===== src/rtl/ws2_pkg.sv =====
// Shared types and constants for the WS2812 pulse encoder.
// No dependencies; every other file imports this package.
`timescale 1ns / 1ps
`default_nettype none

package ws2_pkg;

    // Bits per color channel and per packed color word.
    localparam int CHAN_BITS  = 8;
    localparam int COLOR_BITS = 3 * CHAN_BITS;

    // Tick register widths.
    localparam int BIT_TICK_W = 12;
    localparam int GAP_TICK_W = 16;

    // Segments per frame: two per bit and one latch gap.
    localparam int SEG_COUNT = 2 * COLOR_BITS + 1;
    localparam int SEG_W     = $clog2(SEG_COUNT);
    localparam logic [SEG_W-1:0] LAST_SEG = SEG_W'(SEG_COUNT - 1);

    // Dimming by ten as a multiply by 205 and a shift right by 11.
    localparam int DIM_MUL_W = 8;
    localparam logic [DIM_MUL_W-1:0] DIM_MUL = 8'd205;
    localparam int DIM_SHIFT = 11;
    localparam int DIM_Q_W   = CHAN_BITS + DIM_MUL_W - DIM_SHIFT;

    // Configuration port.
    localparam int CFG_ADDR_W = 3;
    localparam int CFG_DATA_W = GAP_TICK_W;

    typedef enum logic [CFG_ADDR_W-1:0] {
        REG_ONE_HIGH  = 3'd0,
        REG_ONE_LOW   = 3'd1,
        REG_ZERO_HIGH = 3'd2,
        REG_ZERO_LOW  = 3'd3,
        REG_LATCH_GAP = 3'd4
    } cfg_reg_t;

    // Timing registers as seen by the serializer.
    typedef struct packed {
        logic [BIT_TICK_W-1:0] one_high;
        logic [BIT_TICK_W-1:0] one_low;
        logic [BIT_TICK_W-1:0] zero_high;
        logic [BIT_TICK_W-1:0] zero_low;
        logic [GAP_TICK_W-1:0] latch_gap;
    } timing_t;

    // Dimmed color in send order.
    typedef struct packed {
        logic [CHAN_BITS-1:0] green;
        logic [CHAN_BITS-1:0] red;
        logic [CHAN_BITS-1:0] blue;
    } color_t;

endpackage

`default_nettype wire


===== src/rtl/ws2_front.sv =====
// Front end: accepts a color transfer and dims each channel by ten.
// Depends on ws2_pkg.
`timescale 1ns / 1ps
`default_nettype none

module ws2_front
    import ws2_pkg::*;
(
    input  wire logic                 aclk,
    input  wire logic                 aresetn,
    input  wire logic                 s_valid,
    output      logic                 s_ready,
    input  wire logic [CHAN_BITS-1:0] s_red_level,
    input  wire logic [CHAN_BITS-1:0] s_green_level,
    input  wire logic [CHAN_BITS-1:0] s_blue_level,
    output      logic                 q_valid,
    input  wire logic                 q_ready,
    output      color_t               q_color
);

    logic   valid_reg;
    logic   valid_next;
    color_t color_reg;
    color_t color_dim;

    // Integer division by ten, exact for all 8-bit values.
    function automatic logic [CHAN_BITS-1:0] dim10(input logic [CHAN_BITS-1:0] x);
        logic [CHAN_BITS+DIM_MUL_W-1:0] prod;
        prod = (CHAN_BITS+DIM_MUL_W)'(x) * (CHAN_BITS+DIM_MUL_W)'(DIM_MUL);
        return CHAN_BITS'(prod[CHAN_BITS+DIM_MUL_W-1:DIM_SHIFT]);
    endfunction

    assign color_dim.green = dim10(s_green_level);
    assign color_dim.red   = dim10(s_red_level);
    assign color_dim.blue  = dim10(s_blue_level);

    // The stage register takes a transfer when empty or emptying this cycle.
    assign s_ready = !valid_reg || q_ready;

    always_comb begin
        valid_next = valid_reg;
        if (s_valid && s_ready) begin
            valid_next = 1'b1;
        end else if (q_ready) begin
            valid_next = 1'b0;
        end
    end

    always_ff @(posedge aclk) begin
        if (!aresetn) begin
            valid_reg <= 1'b0;
        end else begin
            valid_reg <= valid_next;
        end
    end

    always_ff @(posedge aclk) begin
        if (s_valid && s_ready) begin
            color_reg <= color_dim;
        end
    end

    assign q_valid = valid_reg;
    assign q_color = color_reg;

endmodule

`default_nettype wire


===== src/rtl/ws2_fifo.sv =====
// Two-entry queue of dimmed colors between the front end and the serializer.
// Depends on ws2_pkg.
`timescale 1ns / 1ps
`default_nettype none

module ws2_fifo
    import ws2_pkg::*;
(
    input  wire logic   aclk,
    input  wire logic   aresetn,
    input  wire logic   wr_valid,
    output      logic   wr_ready,
    input  wire color_t wr_color,
    output      logic   rd_valid,
    input  wire logic   rd_ready,
    output      color_t rd_color
);

    color_t     mem [2];
    logic       wr_ptr_reg;
    logic       rd_ptr_reg;
    logic [1:0] count_reg;
    logic [1:0] count_next;
    logic       push;
    logic       pop;

    assign wr_ready = (count_reg != 2'd2);
    assign rd_valid = (count_reg != 2'd0);
    assign push     = wr_valid && wr_ready;
    assign pop      = rd_valid && rd_ready;
    assign rd_color = mem[rd_ptr_reg];

    // Occupancy tracks pushes and pops.
    always_comb begin
        count_next = count_reg;
        if (push && !pop) begin
            count_next = count_reg + 2'd1;
        end else if (pop && !push) begin
            count_next = count_reg - 2'd1;
        end
    end

    always_ff @(posedge aclk) begin
        if (!aresetn) begin
            wr_ptr_reg <= 1'b0;
            rd_ptr_reg <= 1'b0;
            count_reg  <= 2'd0;
        end else begin
            count_reg <= count_next;
            if (push) begin
                wr_ptr_reg <= !wr_ptr_reg;
            end
            if (pop) begin
                rd_ptr_reg <= !rd_ptr_reg;
            end
        end
    end

    always_ff @(posedge aclk) begin
        if (push) begin
            mem[wr_ptr_reg] <= wr_color;
        end
    end

endmodule

`default_nettype wire


===== src/rtl/ws2_serial.sv =====
// Back end: expands one dimmed color into 49 pulse segments, one per cycle
// while m_ready is high. Depends on ws2_pkg.
`timescale 1ns / 1ps
`default_nettype none

module ws2_serial
    import ws2_pkg::*;
(
    input  wire logic                  aclk,
    input  wire logic                  aresetn,
    input  wire timing_t               timing,
    input  wire logic                  q_valid,
    output      logic                  q_ready,
    input  wire color_t                q_color,
    output      logic                  m_valid,
    input  wire logic                  m_ready,
    output      logic                  m_line_level,
    output      logic [GAP_TICK_W-1:0] m_segment_ticks,
    output      logic                  m_frame_end
);

    logic [COLOR_BITS-1:0] data_reg;
    logic [SEG_W-1:0]      seg_reg;
    logic                  busy_reg;
    logic                  out_valid_reg;
    logic                  out_valid_next;
    logic                  level_reg;
    logic [GAP_TICK_W-1:0] ticks_reg;
    logic                  end_reg;

    logic                  advance;
    logic                  last_seg;
    logic                  cur_bit;
    logic                  seg_level;
    logic [BIT_TICK_W-1:0] bit_ticks;
    logic [GAP_TICK_W-1:0] seg_ticks;

    // A segment is issued whenever the output register is free or drained.
    assign advance  = busy_reg && (!out_valid_reg || m_ready);
    assign last_seg = (seg_reg == LAST_SEG);
    assign q_ready  = !busy_reg || (advance && last_seg);
    assign cur_bit  = data_reg[COLOR_BITS-1];

    // Even segments but the last are high bit halves, odd ones low halves.
    assign seg_level = !last_seg && !seg_reg[0];

    // Pick the tick count; a zero register counts as one tick.
    always_comb begin
        if (seg_reg[0]) begin
            bit_ticks = cur_bit ? timing.one_low : timing.zero_low;
        end else begin
            bit_ticks = cur_bit ? timing.one_high : timing.zero_high;
        end
        if (last_seg) begin
            seg_ticks = (timing.latch_gap == '0) ? GAP_TICK_W'(1) : timing.latch_gap;
        end else begin
            seg_ticks = (bit_ticks == '0) ? GAP_TICK_W'(1) : GAP_TICK_W'(bit_ticks);
        end
    end

    // Sequencer: segment counter and shift register of color bits.
    always_ff @(posedge aclk) begin
        if (!aresetn) begin
            busy_reg <= 1'b0;
            seg_reg  <= '0;
        end else if (q_valid && q_ready) begin
            busy_reg <= 1'b1;
            seg_reg  <= '0;
        end else if (advance && last_seg) begin
            busy_reg <= 1'b0;
        end else if (advance) begin
            seg_reg <= seg_reg + SEG_W'(1);
        end
    end

    always_ff @(posedge aclk) begin
        if (q_valid && q_ready) begin
            data_reg <= q_color;
        end else if (advance && seg_reg[0]) begin
            data_reg <= {data_reg[COLOR_BITS-2:0], 1'b0};
        end
    end

    // Output register holds a segment until its transfer.
    always_comb begin
        out_valid_next = out_valid_reg;
        if (advance) begin
            out_valid_next = 1'b1;
        end else if (m_ready) begin
            out_valid_next = 1'b0;
        end
    end

    always_ff @(posedge aclk) begin
        if (!aresetn) begin
            out_valid_reg <= 1'b0;
        end else begin
            out_valid_reg <= out_valid_next;
        end
    end

    always_ff @(posedge aclk) begin
        if (advance) begin
            level_reg <= seg_level;
            ticks_reg <= seg_ticks;
            end_reg   <= last_seg;
        end
    end

    assign m_valid         = out_valid_reg;
    assign m_line_level    = level_reg;
    assign m_segment_ticks = ticks_reg;
    assign m_frame_end     = end_reg;

endmodule

`default_nettype wire


===== src/rtl/ws2812_pulse_encoder.sv =====
// WS2812 pulse encoder top level: timing registers, front end, queue, serializer.
// Depends on ws2_pkg, ws2_front, ws2_fifo and ws2_serial.
//
// Usage:
//   Each transfer on the s_ channel is one RGB color. Every channel is divided
//   by ten, then sent green, red, blue, most significant bit first. Each bit
//   gives a high and a low segment on the m_ channel, with lengths taken from
//   the one-bit or zero-bit timing registers; a low latch segment with
//   m_frame_end set closes each frame, 49 segments in all.
//   Timing registers are written through cfg_we, cfg_addr and cfg_wdata; the
//   user must write them only while the encoder is idle, as the block does
//   not enforce this. Writes to unused addresses are ignored.
// Path: a color passes the front stage register, the queue, the serializer's
//   sequencer and its output register before its first segment is on m_.
// Throughput: the serializer sets one segment per cycle while m_ready is high;
//   the front stage and a two-entry queue keep accepting colors as it works.
// Reset: aresetn low clears all queues and restores the timing registers to
//   their 16 MHz defaults. When m_ready is low the current segment holds and
//   the serializer waits; the queue then fills and s_ready falls.
`timescale 1ns / 1ps
`default_nettype none

module ws2812_pulse_encoder
    import ws2_pkg::*;
(
    input  wire logic                  aclk,
    input  wire logic                  aresetn,
    input  wire logic                  cfg_we,
    input  wire logic [CFG_ADDR_W-1:0] cfg_addr,
    input  wire logic [CFG_DATA_W-1:0] cfg_wdata,
    input  wire logic                  s_valid,
    output      logic                  s_ready,
    input  wire logic [CHAN_BITS-1:0]  s_red_level,
    input  wire logic [CHAN_BITS-1:0]  s_green_level,
    input  wire logic [CHAN_BITS-1:0]  s_blue_level,
    output      logic                  m_valid,
    input  wire logic                  m_ready,
    output      logic                  m_line_level,
    output      logic [GAP_TICK_W-1:0] m_segment_ticks,
    output      logic                  m_frame_end
);

    timing_t timing_reg;
    logic    fq_valid;
    logic    fq_ready;
    color_t  fq_color;
    logic    qs_valid;
    logic    qs_ready;
    color_t  qs_color;

    // Timing register file with write decode.
    always_ff @(posedge aclk) begin
        if (!aresetn) begin
            timing_reg.one_high  <= BIT_TICK_W'(11);
            timing_reg.one_low   <= BIT_TICK_W'(10);
            timing_reg.zero_high <= BIT_TICK_W'(6);
            timing_reg.zero_low  <= BIT_TICK_W'(13);
            timing_reg.latch_gap <= GAP_TICK_W'(800);
        end else if (cfg_we) begin
            unique case (cfg_addr)
                REG_ONE_HIGH:  timing_reg.one_high  <= cfg_wdata[BIT_TICK_W-1:0];
                REG_ONE_LOW:   timing_reg.one_low   <= cfg_wdata[BIT_TICK_W-1:0];
                REG_ZERO_HIGH: timing_reg.zero_high <= cfg_wdata[BIT_TICK_W-1:0];
                REG_ZERO_LOW:  timing_reg.zero_low  <= cfg_wdata[BIT_TICK_W-1:0];
                REG_LATCH_GAP: timing_reg.latch_gap <= cfg_wdata[GAP_TICK_W-1:0];
                default: ;
            endcase
        end
    end

    ws2_front u_front (
        .aclk          (aclk),
        .aresetn       (aresetn),
        .s_valid       (s_valid),
        .s_ready       (s_ready),
        .s_red_level   (s_red_level),
        .s_green_level (s_green_level),
        .s_blue_level  (s_blue_level),
        .q_valid       (fq_valid),
        .q_ready       (fq_ready),
        .q_color       (fq_color)
    );

    ws2_fifo u_fifo (
        .aclk     (aclk),
        .aresetn  (aresetn),
        .wr_valid (fq_valid),
        .wr_ready (fq_ready),
        .wr_color (fq_color),
        .rd_valid (qs_valid),
        .rd_ready (qs_ready),
        .rd_color (qs_color)
    );

    ws2_serial u_serial (
        .aclk            (aclk),
        .aresetn         (aresetn),
        .timing          (timing_reg),
        .q_valid         (qs_valid),
        .q_ready         (qs_ready),
        .q_color         (qs_color),
        .m_valid         (m_valid),
        .m_ready         (m_ready),
        .m_line_level    (m_line_level),
        .m_segment_ticks (m_segment_ticks),
        .m_frame_end     (m_frame_end)
    );

endmodule

`default_nettype wire


===== config.mk =====
export PLATFORM = sky130hd
export DESIGN_NAME = ws2812_pulse_encoder
export DESIGN_NICKNAME = d
export VERILOG_FILES = /design/src/rtl/ws2_pkg.sv /design/src/rtl/ws2_front.sv /design/src/rtl/ws2_fifo.sv /design/src/rtl/ws2_serial.sv /design/src/rtl/ws2812_pulse_encoder.sv
export SDC_FILE = /design/constraint.sdc
export NUM_CORES = 1
export LEC_CHECK = 0
export CAP_MARGIN = 10
export CELL_PAD_IN_SITES_DETAIL_PLACEMENT = 1
export CELL_PAD_IN_SITES_GLOBAL_PLACEMENT = 2
export CORE_ASPECT_RATIO = 1.5
export CORE_MARGIN = 4
export CORE_UTILIZATION = 43
export CTS_BUF_LIST = sky130_fd_sc_hd__clkbuf_8 sky130_fd_sc_hd__clkbuf_16
export DETAILED_ROUTE_END_ITERATION = 10
export DONT_BUFFER_PORTS = 1
export GPL_TIMING_DRIVEN = 1
export PLACE_DENSITY_LB_ADDON = 0.1
export REMOVE_ABC_BUFFERS = 1
export SKIP_CTS_REPAIR_TIMING = 1
export SLEW_MARGIN = 20
export SYNTH_ARGS = -nofsm -noshare
export SYNTH_HDL_FRONTEND = slang
export SYNTH_SLANG_ARGS = --single-unit

===== constraint.sdc =====
create_clock -name aclk -period 4.9 [get_ports aclk]
set_input_delay 0.245 -clock aclk [delete_from_list [all_inputs] [get_ports aclk]]
set_output_delay 0.245 -clock aclk [all_outputs]
set_load 0.02 [all_outputs]

[After elaboration in Yosys (flattened, before gate mapping)]
Memories as Yosys holds them, arrays and structs flattened. A register that Yosys moved wholly into a read port is not among the register bits.
Cells that the tools add are included.
Storage, ports and cells
  logic and storage cells: 91
  register bits: 134
  output and inout bits: 20
  RAM bits: 30
  ROM bits: 0
  input port bits: 48
  latch bits: 0
  memories: 1
Cells by class
  $add $sub $neg: 3
  shift-type cells: 0
  multipliers: 3
  div/mod/pow operators: 0
  equal/unequal tests: 6
  bitwise gates (word level): 2
  muxes and demuxes: 20
  reductions and logical operators: 37
  order comparisons: 0
Memories
  u_fifo.mem: depth 2, bits a word 15, rd ports 1, clocked after Yosys merged registers in 1, write ports 1, line ws2_fifo.sv:19  | color_t mem [2];
Operators by type and width (count)
  8-bit by 8-bit multiplier with 16-bit output (second input constant): 3
  12-bit two-way mux: 4
  24-bit two-way mux: 2
  16-bit two-way mux: 2
  16-bit zero test: 1
  12-bit zero test: 1
  2-bit AND reduction: 6
  2-bit nonzero test: 6
  1-bit two-way mux: 10
  1-bit logical AND: 9
  1-bit zero test: 9
  6-bit by 1-bit adder with 6-bit output (second input constant): 1
  3-bit by 2-bit equality test with 1-bit output (second input constant): 2
  6-bit equality test (second input constant): 1
  2-bit two-way mux: 2
  3-bit by 1-bit equality test with 1-bit output (second input constant): 1
  3-bit equality test (second input constant): 1
  3-bit zero test: 1
  1-bit logical OR: 3
  2-bit by 1-bit adder with 2-bit output (second input constant): 1
  2-bit != test (second input constant): 1
  1-bit inverter: 2
  2-bit OR reduction: 1
  2-bit by 1-bit subtractor with 2-bit output (second input constant): 1

[Logic depth before layout (Yosys ltp)]
  word-level depth: 9
  gate-level depth with buffers: 13

[Hierarchy]
Synthesis repeated with hierarchy kept, for this count alone.
Unflattened totals
  cell total of the unflattened synthesis: 831
  area total of the unflattened synthesis: 10639.0 um2
Modules (own cells, without submodules)
  ws2_front: times used 1, cells each 325, area each 3631.0 um2, seq. area each 470.5 um2
  ws2_serial: times used 1, cells each 170, area each 2606.2 um2, seq. area each 1421.4 um2
  ws2812_pulse_encoder: times used 1, cells each 237, area each 2432.3 um2, seq. area each 1281.2 um2
  ws2_fifo: times used 1, cells each 99, area each 1969.4 um2, seq. area each 1541.5 um2

[Worst setup path after synthesis]
Ideal clock, no wire load.
  kind: input-to-reg
  from: input port s_red_level[1]
  to: register u_front.color_reg (netlist bit u_front.q_color[12]), data pin
  arrival time: 3.397 ns
  data required time: 4.639 ns
  setup time: 0.261 ns
  buffers on the path: 0
  path slack: 1.242 ns
  stages on the path: 13
  cell sequence: ha_1 > xor2_1 > ha_1 > fa_1 > inv_1 > fa_1 > inv_1 > ha_1 > a21o_1 > a31oi_1 > nor4_1 > a211o_1 > a311o_1
RTL lines
  start, declared: line ws2812_pulse_encoder.sv:33  | input wire logic [CHAN_BITS-1:0] s_red_level,
  end signal, assigned: line ws2_front.sv:59  | color_reg <= color_dim;
  end, declared: line ws2_front.sv:23  | color_t color_reg;

==> summary.md <==
| Metric | Value |
|---|---|
| Commonest non-fill, non-tap cell in the layout | `nand2_1` |
| Ratio of cells with drive above 1 in the final layout | `0.04946` |
| Pwr Total | `about 5 mW` |
| DRT iter0 DRCs | `roughly 280` |
| CP startpoint kind | `input pin` |
| GRT overflow | `0` |
| Async SR Flop Fraction | `0` |
| Most frequent cells in the layout | `167 x nand2_1, 142 x ha_1, 87 x edfxtp_1, 78 x dfxtp_1, 65 x inv_1` |
| Slew Viols, Final | `0` |
| Number of setup violations in the final report | `0` |
| Syn Area/Cell | `10.88 µm²` |
| PwrDens | `447.6 nW/µm²` |
| Cell Int Power | `roughly 3.2 mW` |
| Combinational Power Share | `0.302` |
| Synth Warn # | `0` |
| Global placement routability congestion | `0.8561` |
| Synth Instances | `905` |
| Final core occ | `0.4848` |
| H-tree lvl count | `4` |
| Footprint of the multi-input gates | `5289 µm²` |
| Pin count of the biggest net entering global routing | `74` |
| Clock share of power | `0.273` |
| Detailed Routing Iterations Pass 1 | `4` |
| Num Clock Sinks | `between 150 and 200` |
| Clock Latency Late Sink | `0.43 ns` |
| CTS tree | `yes` |
| Sw frac | `0.3345` |
| Status | `complete, no violations` |
| CTS root buffer | `clkbuf_16` |
| IO Count | `68` |
| Worst Hold Slack | `roughly 0.024 ns` |
| GRT Total Usage | `0.1735` |
| Worst Setup SP | `s_green_level[1]` |
| Max-slew headroom | `0.2747` |
| Unrepaired setup endpoints after global routing | `false` |
| Setup slack after layout | `1.466 ns` |
| Crit. End Element | `flip-flop` |
| Initial Utilization | `0.4381` |
| Finished Cell Area | `10,890 µm²` |
| Register bit count reported by yosys | `165` |
| Cell Area, Synth | `9843 µm²` |
| Vias per cell | `5.484` |
| CP arrival | `3.62 ns` |
| Routed WL per cell | `18.01 µm` |
| Number of global-route vias before repair | `7,435` |
| Final hold violations | `0` |
| Post-synth EDFFs | `between 80 and 90` |
| Max reg flops | `64` |
| Min Tclk post-route | `roughly 3.4 ns` |
| Worst vdd ir | `about 0.00023 V` |
| Filler instances | `2,420` |
| Register area | `between 4000 and 5000 µm²` |
| Fin Setup TNS | `0 ns` |
| Die ar. | `about 25,000 µm²` |
| Distinct cells, synth | `50` |
| R2r setup slk | `around 2.1 ns` |
| Reg2reg path depth | `8` |
| Area delta synth->final | `10.65%` |
| Ys flop type | `edfxtp_1` |
| Leakage | `4.685 nW` |
| Max-cap viol count | `0` |
| Worst-margin pin slew | `between 1 and 1.5 ns` |
| Worst-case clock buffer depth | `2` |
| CORE AREA | `approximately 22,000 µm²` |
| Worst r2r src | `u_serial.seg_reg[0]$_SDFFE_PP0P_` |
| WP data required | `5.08 ns` |
| Placed Cells | `1,155` |
| Switch Pwr | `1.631 mW` |
| Worst-path maximum fanout | `4` |
| # DRC | `0` |
| Final instance count without filler cells | `1,206` |
| Final wirelength | `~22,000 µm` |
| Max Clock Skew | `0.006074 ns` |
| Row Count | `between 60 and 70` |
| Reg power frac | `0.425` |
| Worst min-delay path class | `in2reg` |
| Top achievable clock speed | `291.2 MHz` |
| ANT nets after route | `0` |
| FF-to-FF End | `u_serial.data_reg[12]$_DFFE_PP_` |
| First-pass GRT wire length | `35,750 µm` |
| Die X | `around 130 µm` |
| Initial antenna violation count | `0` |
| DR vias | `6,614` |
| DP HPWL | `16,720 µm` |
| Ant. Diodes | `0` |
| Number of buffers added on ports | `0` |
| Final period util | `0.7007` |
| Nets | `1,135` |
| CP Capture Point | `u_front.q_color[19]$_DFFE_PP_` |
| Placed Area | `10,100 µm²` |
| Setup CP Type | `in2reg` |
| Reg clk slew, reported paths | `0.07 ns` |
| Setup WS pre-CTS | `1.010 ns` |
| Die Ht | `just under 200 µm` |
| Num CTS Buffers | `17` |
| Post-synthesis sequential area ratio | `0.4240` |
## routing by layer
metal	GRT usage	vias up	part of all wire
met5	0	-	0
met4	0.07435	0	0.026
met3	0.03041	45	0.024
met2	0.3520	106	0.58
met1	0.1674	3253	0.37
li1	-	3210	-
## cell families (layout without fill, tap and decap cells)
kind of cell	after synthesis	in the layout	share of synthesized area
AND/OR/NAND/NOR	275	275	0.1248
adder cells (fa/ha/maj)	170	170	0.2374
flip-flops	165	165	0.4241
AO/OA/AOI/OAI	140	140	0.09953
buffers and inverters	97	122	0.03928
XOR/XNOR	31	31	0.02758
multiplexers	27	27	0.04729
## worst min-delay path by stage
stage                       from  slack [ns]  depth (start not counted)                          end
floorplan                aresetn        0.32                          1  timing_reg[16]$_SDFFE_PN1P_
global placement         aresetn        0.32                          1   timing_reg[9]$_SDFFE_PN1P_
detailed placement       aresetn        0.34                          1   timing_reg[8]$_SDFFE_PN1P_
CTS                      aresetn       -0.13                          1   timing_reg[8]$_SDFFE_PN1P_
global route        cfg_wdata[7]        0.02                          2   timing_reg[7]$_SDFFE_PN0P_
finish              cfg_wdata[7]        0.02                          2   timing_reg[7]$_SDFFE_PN0P_
## cells in the mapped netlist, drive strengths merged (5+ instances only)
library cell  count  area, µm²
xnor2            11      96.34
a21boi           54      405.4
nor2             24      90.09
a22o              9      80.08
xor2             20      175.2
edfxtp           87       2613
ha              142       1777
a21o             12      90.09
buf               7      48.79
mux4             12      315.3
and3              9      56.30
inv              65      244.0
nand4             5      31.28
mux2i            15      150.1
dfxtp            78       1562
nand2           167      626.9
a21oi            15      75.07
o211ai            7      52.55
and2             19      118.9
fa               28      560.5
nor4              9      75.08
clkbuf           25      93.84
nand3            25      125.1
o21ai            24      120.1
## layout make-up
class | count | area share
multi-input cells | 643 | 0.4856
well taps | 276 | 0.03171
flip-flops and latches | 165 | 0.3832
clock inverters | 15 | 0.01482
repair buffers | 25 | 0.02321
inverters | 65 | 0.02240
clock buffers | 17 | 0.03906
## worst max-delay path: stages
cell and delay [ns]:
ha_1 0.33, xor2_1 0.17, ha_1 0.31, fa_1 0.51, inv_1 0.06, fa_1 0.53, inv_1 0.04, ha_1 0.20
a21o_1 0.19, a2111oi_0 0.52, a2bb2oi_1 0.18, a21oi_1 0.22, xnor2_1 0.09
## power by group through the flow
stage	Clock [mW]	Sequential [mW]	Combinational, mW
2_1_floorplan	0	2.06	1.09
3_3_place_gp	0	2.09	1.40
3_5_place_dp	0	2.11	1.47
4_1_cts	1.37	2.08	1.48
5_1_grt	1.43	2.10	1.70
6_report	1.33	2.07	1.47
No activity file was read; power rests on OpenSTA's default activity.
